[config.mk]
export PLATFORM = sky130hd
export DESIGN_NAME = bcd_ctrl
export DESIGN_NICKNAME = d
export VERILOG_FILES = /design/src/design/bcd_pkg.sv /design/src/design/bcd_ctrl.sv
export VERILOG_INCLUDE_DIRS = /design/src /design/src/design
export SDC_FILE = /design/constraint.sdc
export NUM_CORES = 1
export LEC_CHECK = 0
export CORE_AREA = 2 2 39 41
export DETAILED_ROUTE_END_ITERATION = 8
export DIE_AREA = 0 0 41 43
export DONT_BUFFER_PORTS = 1
export PLACE_DENSITY = 0.3
export SYNTH_ARGS = -nofsm -noshare
export SYNTH_HDL_FRONTEND = slang
export SYNTH_SLANG_ARGS = --single-unit
export TNS_END_PERCENT = 1
[constraint.sdc]
create_clock -name clk -period 1.5 [get_ports clk]
set_input_delay 0.225 -clock clk [delete_from_list [all_inputs] [get_ports clk]]
set_output_delay 0.225 -clock clk [all_outputs]
set_load 0.01 [all_outputs]
[src/design/bit_crusher_dither_null_test_top_defines.svh]
// ----------------------------------------------------------------------------
// bit crusher assertion macros
// shared concurrent assertion helpers for the bit crusher design files
// ----------------------------------------------------------------------------
`ifndef BIT_CRUSHER_DITHER_NULL_TEST_TOP_DEFINES_SVH
`define BIT_CRUSHER_DITHER_NULL_TEST_TOP_DEFINES_SVH
`ifndef SYNTHESIS
`define BC_ASSERT_IMPL(label, clk, rst, ante, cons) \
  label: assert property (@(posedge clk) disable iff (rst) (ante) |-> (cons)) \
    else $error("assertion failed");
`define BC_ASSERT_NEXT(label, clk, rst, ante, cons) \
  label: assert property (@(posedge clk) disable iff (rst) (ante) |=> (cons)) \
    else $error("assertion failed");
`else
`define BC_ASSERT_IMPL(label, clk, rst, ante, cons)
`define BC_ASSERT_NEXT(label, clk, rst, ante, cons)
`endif
`endif

[src/design/bcd_pkg.sv]
// ----------------------------------------------------------------------------
// bit crusher package
// shared constants, types and the quantizer step table
// ----------------------------------------------------------------------------
`default_nettype none
package bcd_pkg;
  localparam int SAMPLE_BITS_DEF    = 24;
  localparam int SILENCE_RUN_DEF    = 512;
  localparam int RESIDUAL_SHIFT_DEF = 8;
  localparam logic [31:0] LCG_MUL = 32'd1664525;
  localparam logic [31:0] LCG_ADD = 32'd1013904223;
  localparam logic [31:0] LCG_A_RESET = 32'd12764;
  localparam logic [31:0] LCG_B_RESET = 32'd209375;

  localparam logic [1:0] REG_LISTEN = 2'd0;
  localparam logic [1:0] REG_BITS   = 2'd1;
  localparam logic [1:0] REG_RATE   = 2'd2;
  localparam logic [1:0] REG_JITTER = 2'd3;

  // datapath operations, one per controller state
  localparam logic [3:0] OP_NONE    = 4'd0;
  localparam logic [3:0] OP_PHASE   = 4'd1;
  localparam logic [3:0] OP_LCGA    = 4'd2;
  localparam logic [3:0] OP_THRESH  = 4'd3;
  localparam logic [3:0] OP_DITHER  = 4'd4;
  localparam logic [3:0] OP_ACC     = 4'd5;
  localparam logic [3:0] OP_PROD    = 4'd6;
  localparam logic [3:0] OP_PROD_HI = 4'd7;
  localparam logic [3:0] OP_OUT     = 4'd8;

  typedef struct packed {
    logic [3:0] op;
  } bcd_cmd_t;

  typedef struct packed {
    logic capture;
  } bcd_status_t;

  // step = round(2^40 / levels), levels = max(1, 2^bits - 1)
  function automatic logic [40:0] step_lookup(input logic [4:0] bits);
    logic [40:0] s;
    case (bits)
      5'd0, 5'd1: s = 41'h100_0000_0000;
      5'd2:  s = 41'd366503875925;
      5'd3:  s = 41'd157073089682;
      5'd4:  s = 41'd73300775185;
      5'd5:  s = 41'd35468117025;
      5'd6:  s = 41'd17452565520;
      5'd7:  s = 41'd8657571872;
      5'd8:  s = 41'd4311810305;
      5'd9:  s = 41'd2151686160;
      5'd10: s = 41'd1074791425;
      5'd11: s = 41'd537133184;
      5'd12: s = 41'd268501008;
      5'd13: s = 41'd134234114;
      5'd14: s = 41'd67112960;
      5'd15: s = 41'd33555456;
      5'd16: s = 41'd16777472;
      5'd17: s = 41'd8388672;
      5'd18: s = 41'd4194320;
      5'd19: s = 41'd2097156;
      5'd20: s = 41'd1048577;
      5'd21: s = 41'd524288;
      5'd22: s = 41'd262144;
      5'd23: s = 41'd131072;
      default: s = 41'd65536;
    endcase
    return s;
  endfunction
endpackage
`default_nettype wire

[src/design/bcd_ctrl.sv]
// ----------------------------------------------------------------------------
// bit crusher controller
// sequences one word through the datapath steps
// ----------------------------------------------------------------------------
`default_nettype none
`include "bit_crusher_dither_null_test_top_defines.svh"
module bcd_ctrl
  import bcd_pkg::*;
(
  input  wire logic        clk,
  input  wire logic        rst,
  input  wire logic        in_fire,
  input  wire logic        out_busy,
  input  wire bcd_status_t status,
  output bcd_cmd_t         cmd,
  output logic             idle
);
  localparam logic [2:0] S_IDLE    = 3'd0;
  localparam logic [2:0] S_LCGA    = 3'd1;
  localparam logic [2:0] S_THRESH  = 3'd2;
  localparam logic [2:0] S_DITHER  = 3'd3;
  localparam logic [2:0] S_ACC     = 3'd4;
  localparam logic [2:0] S_PROD    = 3'd5;
  localparam logic [2:0] S_OUT     = 3'd6;
  localparam logic [2:0] S_PROD_HI = 3'd7;

  logic [2:0] state, state_next;

  always_comb begin
    state_next = state;
    cmd = '0;
    unique case (state)
      S_IDLE: if (in_fire) begin
        cmd.op = OP_PHASE; state_next = S_LCGA;
      end
      S_LCGA: begin
        if (status.capture) begin
          cmd.op = OP_LCGA; state_next = S_THRESH;
        end else state_next = S_DITHER;
      end
      S_THRESH:  begin cmd.op = OP_THRESH;  state_next = S_DITHER; end
      S_DITHER:  begin cmd.op = OP_DITHER;  state_next = S_ACC; end
      S_ACC:     begin cmd.op = OP_ACC;     state_next = S_PROD; end
      S_PROD:    begin cmd.op = OP_PROD;    state_next = S_PROD_HI; end
      S_PROD_HI: begin cmd.op = OP_PROD_HI; state_next = S_OUT; end
      S_OUT: if (!out_busy) begin
        cmd.op = OP_OUT; state_next = S_IDLE;
      end
      default: state_next = S_IDLE;
    endcase
  end

  assign idle = (state == S_IDLE);

  always_ff @(posedge clk) begin
    if (rst) state <= S_IDLE;
    else state <= state_next;
  end

  `BC_ASSERT_NEXT(a_start_leaves_idle, clk, rst, in_fire && idle, state == S_LCGA)
  `BC_ASSERT_IMPL(a_out_not_busy, clk, rst, cmd.op == OP_OUT, !out_busy)
  `BC_ASSERT_NEXT(a_thresh_after_lcg, clk, rst, cmd.op == OP_LCGA, state == S_THRESH)
endmodule
`default_nettype wire

Yosys cells after proc, flatten, opt, wreduce, memory -nomap -nowiden. Index checks and enable logic that the tools add are counted.

Logic and storage cells: 20. Register bits: 3. Input port bits: 5. Output and inout bits: 5.

Equal/unequal tests: 9. Reduce and logical (&&, ||, !) cells: 2. Muxes and demuxes: 8.

Operator list (number): 4-bit one-hot mux with 8 select lines (1); 3-bit one-hot mux with 8 select lines (1); 3-bit equality test, second input constant (4); 3-bit by 2-bit equality test with 1-bit output, second input constant (2); 3-bit 2-to-1 mux (2); 4-bit 2-to-1 mux (1); 2-bit != test, second input constant (2); 3-bit by 1-bit equality test with 1-bit output, second input constant (1); 3-bit zero test (1); 1-bit 2-to-1 mux (2); 2-bit 2-to-1 mux (1); 2-bit AND reduction (1).

Longest topological paths before layout.
Word-level depth: 3. Depth in mapped cells: 4. Depth with buffers taken out: 3.

Worst setup path after synthesis. No wires, ideal clock.

Path type: register to output. Start: reg state[2]. End: out cmd[0] in the netlist's numbering. Path buffers: 1. Slack: 0.445 ns. Stages on the path, launching flop included: 5. Data arrival time: 0.830 ns. Cell sequence: dfxtp_1 -> buf_4 -> inv_1 -> o211ai_1 -> a22oi_1.

RTL lines: from (decl) (line bcd_ctrl.sv:27) `logic [2:0] state, state_next;`; from (signal assigned) (line bcd_ctrl.sv:57) `else state <= state_next;`; to (decl) (line bcd_ctrl.sv:15) `output bcd_cmd_t cmd,`.

==> parameters.txt <==
Parameter                              Value

Run status
  Outcome ... completed

Synthesis
  Number of warnings reported in the yosys synthesis log ... 0
  Mean instance size in the synthesized netlist ... 7.08 µm²
  Largest cells by area after synthesis ... dfxtp_1 29%, a21oi_1 9.8%, nand2b_1 9.1%, nor3_1 7.3%, a2111oi_2 7.3%
  Portion of synthesized cell area occupied by the leading cell type ... between 20% and 30%
  Portion of the post-synthesis area used by sequential elements ... 29.3%
  Netlist Area Pre-Place ... between 200 and 250 µm²
  Area leader, netlist ... dfxtp_1
  Count of distinct cell types in the synthesized netlist ... 13
  Synthesized net count ... 34
  Number of synthesized register bits ... 3
  Synthesized instance count ... 29

Placement
  PortBufs ... 0
  Routability Congestion ... 0.709
  Final HPWL DP ... between 400 and 500 µm
  Placed Cells incl. Taps ... 43

Critical path
  Data required time of the worst path ... 1270 ps
  CP peak stage delay ... 480 ps
  Worst EP arrival ... 1190 ps
  Sort of element at the start of the critical path ... register
  Setup crit end kind ... output pin
  Critical Setup Path Class ... register to output pin
  Cell with the largest stage delay on the worst path ... dfxtp_1
  Critical path cell sequence ... inv_1, o21ai_0
  Largest driver fanout on the critical path ... 10

Job
  Number of violations of the max-capacitance limit ... 0

STA
  Transition time at the pin with the least slew margin ... ~380 ps
  Final number of max-transition violations ... 0
  Accumulated negative setup slack ... 0 ps
  Worst clock skew ... 2.50 ps
  Number of failing setup endpoints in the final timing report ... 0
  F_max ... 706 MHz
  Count of final hold-check violations ... 0
  Unrepaired setup endpoints after global routing ... false
  Final Critical Period ... 1420 ps
  Tightest slew margin relative to the limit ... 74.8%
  Period utilisation layout ... 94.4%

Pwr
  Maximum resistive drop on vdd ... 0.218 mV
  Static Leak ... 0.0811 nW
  Cell Pwr Density ... 1360 nW/µm²

Die
  Initial core utilization ... 14.8%
  Top Ports ... 10
  Width of the chip ... 41 µm
  Area of the die ... 1760 µm²
  FP Rows ... 14
  Die extent in y ... around 43 µm
  Core Box Area ... 1380 µm²

Clock tree
  Clock Tree Buf Depth ... 2
  Number of buffers added for setup after CTS ... 0
  CTS buffer count ... 3
  Insertion delay to the later sink of the worst-skew pair ... 240 ps
  Clock tree root buffer cell ... clkbuf_4
  Cts-stage hold buffer count ... 0
  TritonCTS clock tree ... yes
  Gates resized, CTS repair ... 0
  H-tree Lvls ... 1
  CTS sink cnt ... 3
  Register clock-pin slew on the reported worst setup and hold paths ... 40 ps

Finish
  Final-layout fill cell count ... 158
  Area of combinational cells with multiple inputs ... 119 µm²
  Synthesis-to-layout area growth ... 15.2%
  Reg area ... 60.1 µm²
  Register bank with the most flops ... state
  Largest register FFs ... 3
  Fraction of final layout cells with drive strength greater than 1 ... 12.9%
  Diodes inserted ... 0
  Nets ... 37
  Final std cells w/o fill ... 47
  Registers with the highest flip-flop counts ... state (3)

Detailed routing
  Number of DRC violations after detailed-routing iteration 0 ... 7
  Total number of vias ... between 200 and 250
  Residual DRC ... 0
  Via-per-instance ratio ... 4.40
  DR pass1 iterations ... 2
  Total routed wirelength ... about 540 µm
  Post-detailed-route wirelength per cell ... 11.6 µm
  ANT nets after route ... 0

Global route
  Vias in the first global route ... roughly 190
  Total grt overflow ... 0
  Global-route usage over all layers ... 7.31%
  Largest net degree at the start of global routing ... 11
  Wire length of the first global-routing pass ... slightly below 800 µm
  Antenna violations before repair ... 0

Worst hold path
  Path class of the lowest-slack min-delay path ... input port to register
-- metal layers --
| metal | up-vias | global-route usage [%] | part of all wire [%] |
|---|---|---|---|
| met2 | 9 | 7.50 | 41 |
| met4 | 0 | 12.0 | 3.5 |
| met1 | 93 | 8.95 | 43 |
| met5 | - | 0 | 0 |
| met3 | 2 | 1.57 | 13 |
| li1 | 103 | - | - |
-- stage by stage --
| step | setup WS, ps | cell area, µm² | hold WS, ps | power [mW] | util, % |
|---|---|---|---|---|---|
| final | 84.1 | 236 | 57.8 | 0.321 | 17.1 |
| after global routing | 4.00 | 236 | 57.0 | 0.339 | 17.1 |
| after CTS | 66.1 | 236 | 51.7 | 0.328 | 17.1 |
| after detailed placement | 320 | 210 | 304 | 0.179 | 15.2 |
| after global placement | 329 | 210 | 300 | 0.178 | 15.2 |
| after floorplan | 445 | 205 | 294 | 0.171 | - |
-- cell usage after synthesis (all sizes together) --
cell type and n:
a2111oi 1, o21ai 2, a21oi 4, nor3 3, inv 3, a22oi 1, nand2b 3, dfxtp 3
o211ai 1, buf 2, nor2 3, o22ai 1, nand2 2
-- critical path, delay by kind of cell (launching register included) --
kind | cells | cell delay, ps
buf+inv | 1 | 130
flops | 1 | 480
compound gates | 1 | 340
-- path summary, 6_finish.rpt --
path	startpoint	end	slack, ps	depth (start not counted)
setup / recovery	state[2]	cmd[2]	80	2
setup reg to reg	state[2]	state[0]	380	3
hold reg to reg	state[0]	state[2]	570	2
hold / removal	rst	state[0]	60	1
-- cells by family (layout without fill, tap and decap cells) --
| logic type | count (synthesis) | after routing | synth area share (%) |
|---|---|---|---|
| flops | 3 | 3 | 29.3 |
| simple gates | 11 | 11 | 25.6 |
| compound gates | 10 | 10 | 32.3 |
| buf+inv | 5 | 7 | 12.8 |
-- layout make-up --
cell class | count | area share (%)
Tap cell | 16 | 8.47
Clock buffer | 4 | 11.1
Multi-Input combinational cell | 21 | 50.3
Inverter | 3 | 4.76
Sequential cell | 3 | 25.4
-- placed cells by master (no fill, tap or decap), drive strengths merged --
cell type  n
nand2b     3
o21ai      2
a2111oi    1
o211ai     1
a21oi      4
o22ai      1
nand2      2
nor3       3
a22oi      1
inv        3
clkbuf     4
dfxtp      3
nor2       3
-- power breakdown --
part | leakage [nW] | switching [mW] | internal, mW | total (mW)
sequential | 0.0248 | 0.0178 | 0.0898 | 0.108
combinational | 0.0413 | 0.0440 | 0.0255 | 0.0694
clock | 0.0150 | 0.0440 | 0.0998 | 0.144
total | 0.0811 | 0.106 | 0.215 | 0.321
Power figures use the tool's default switching activity.
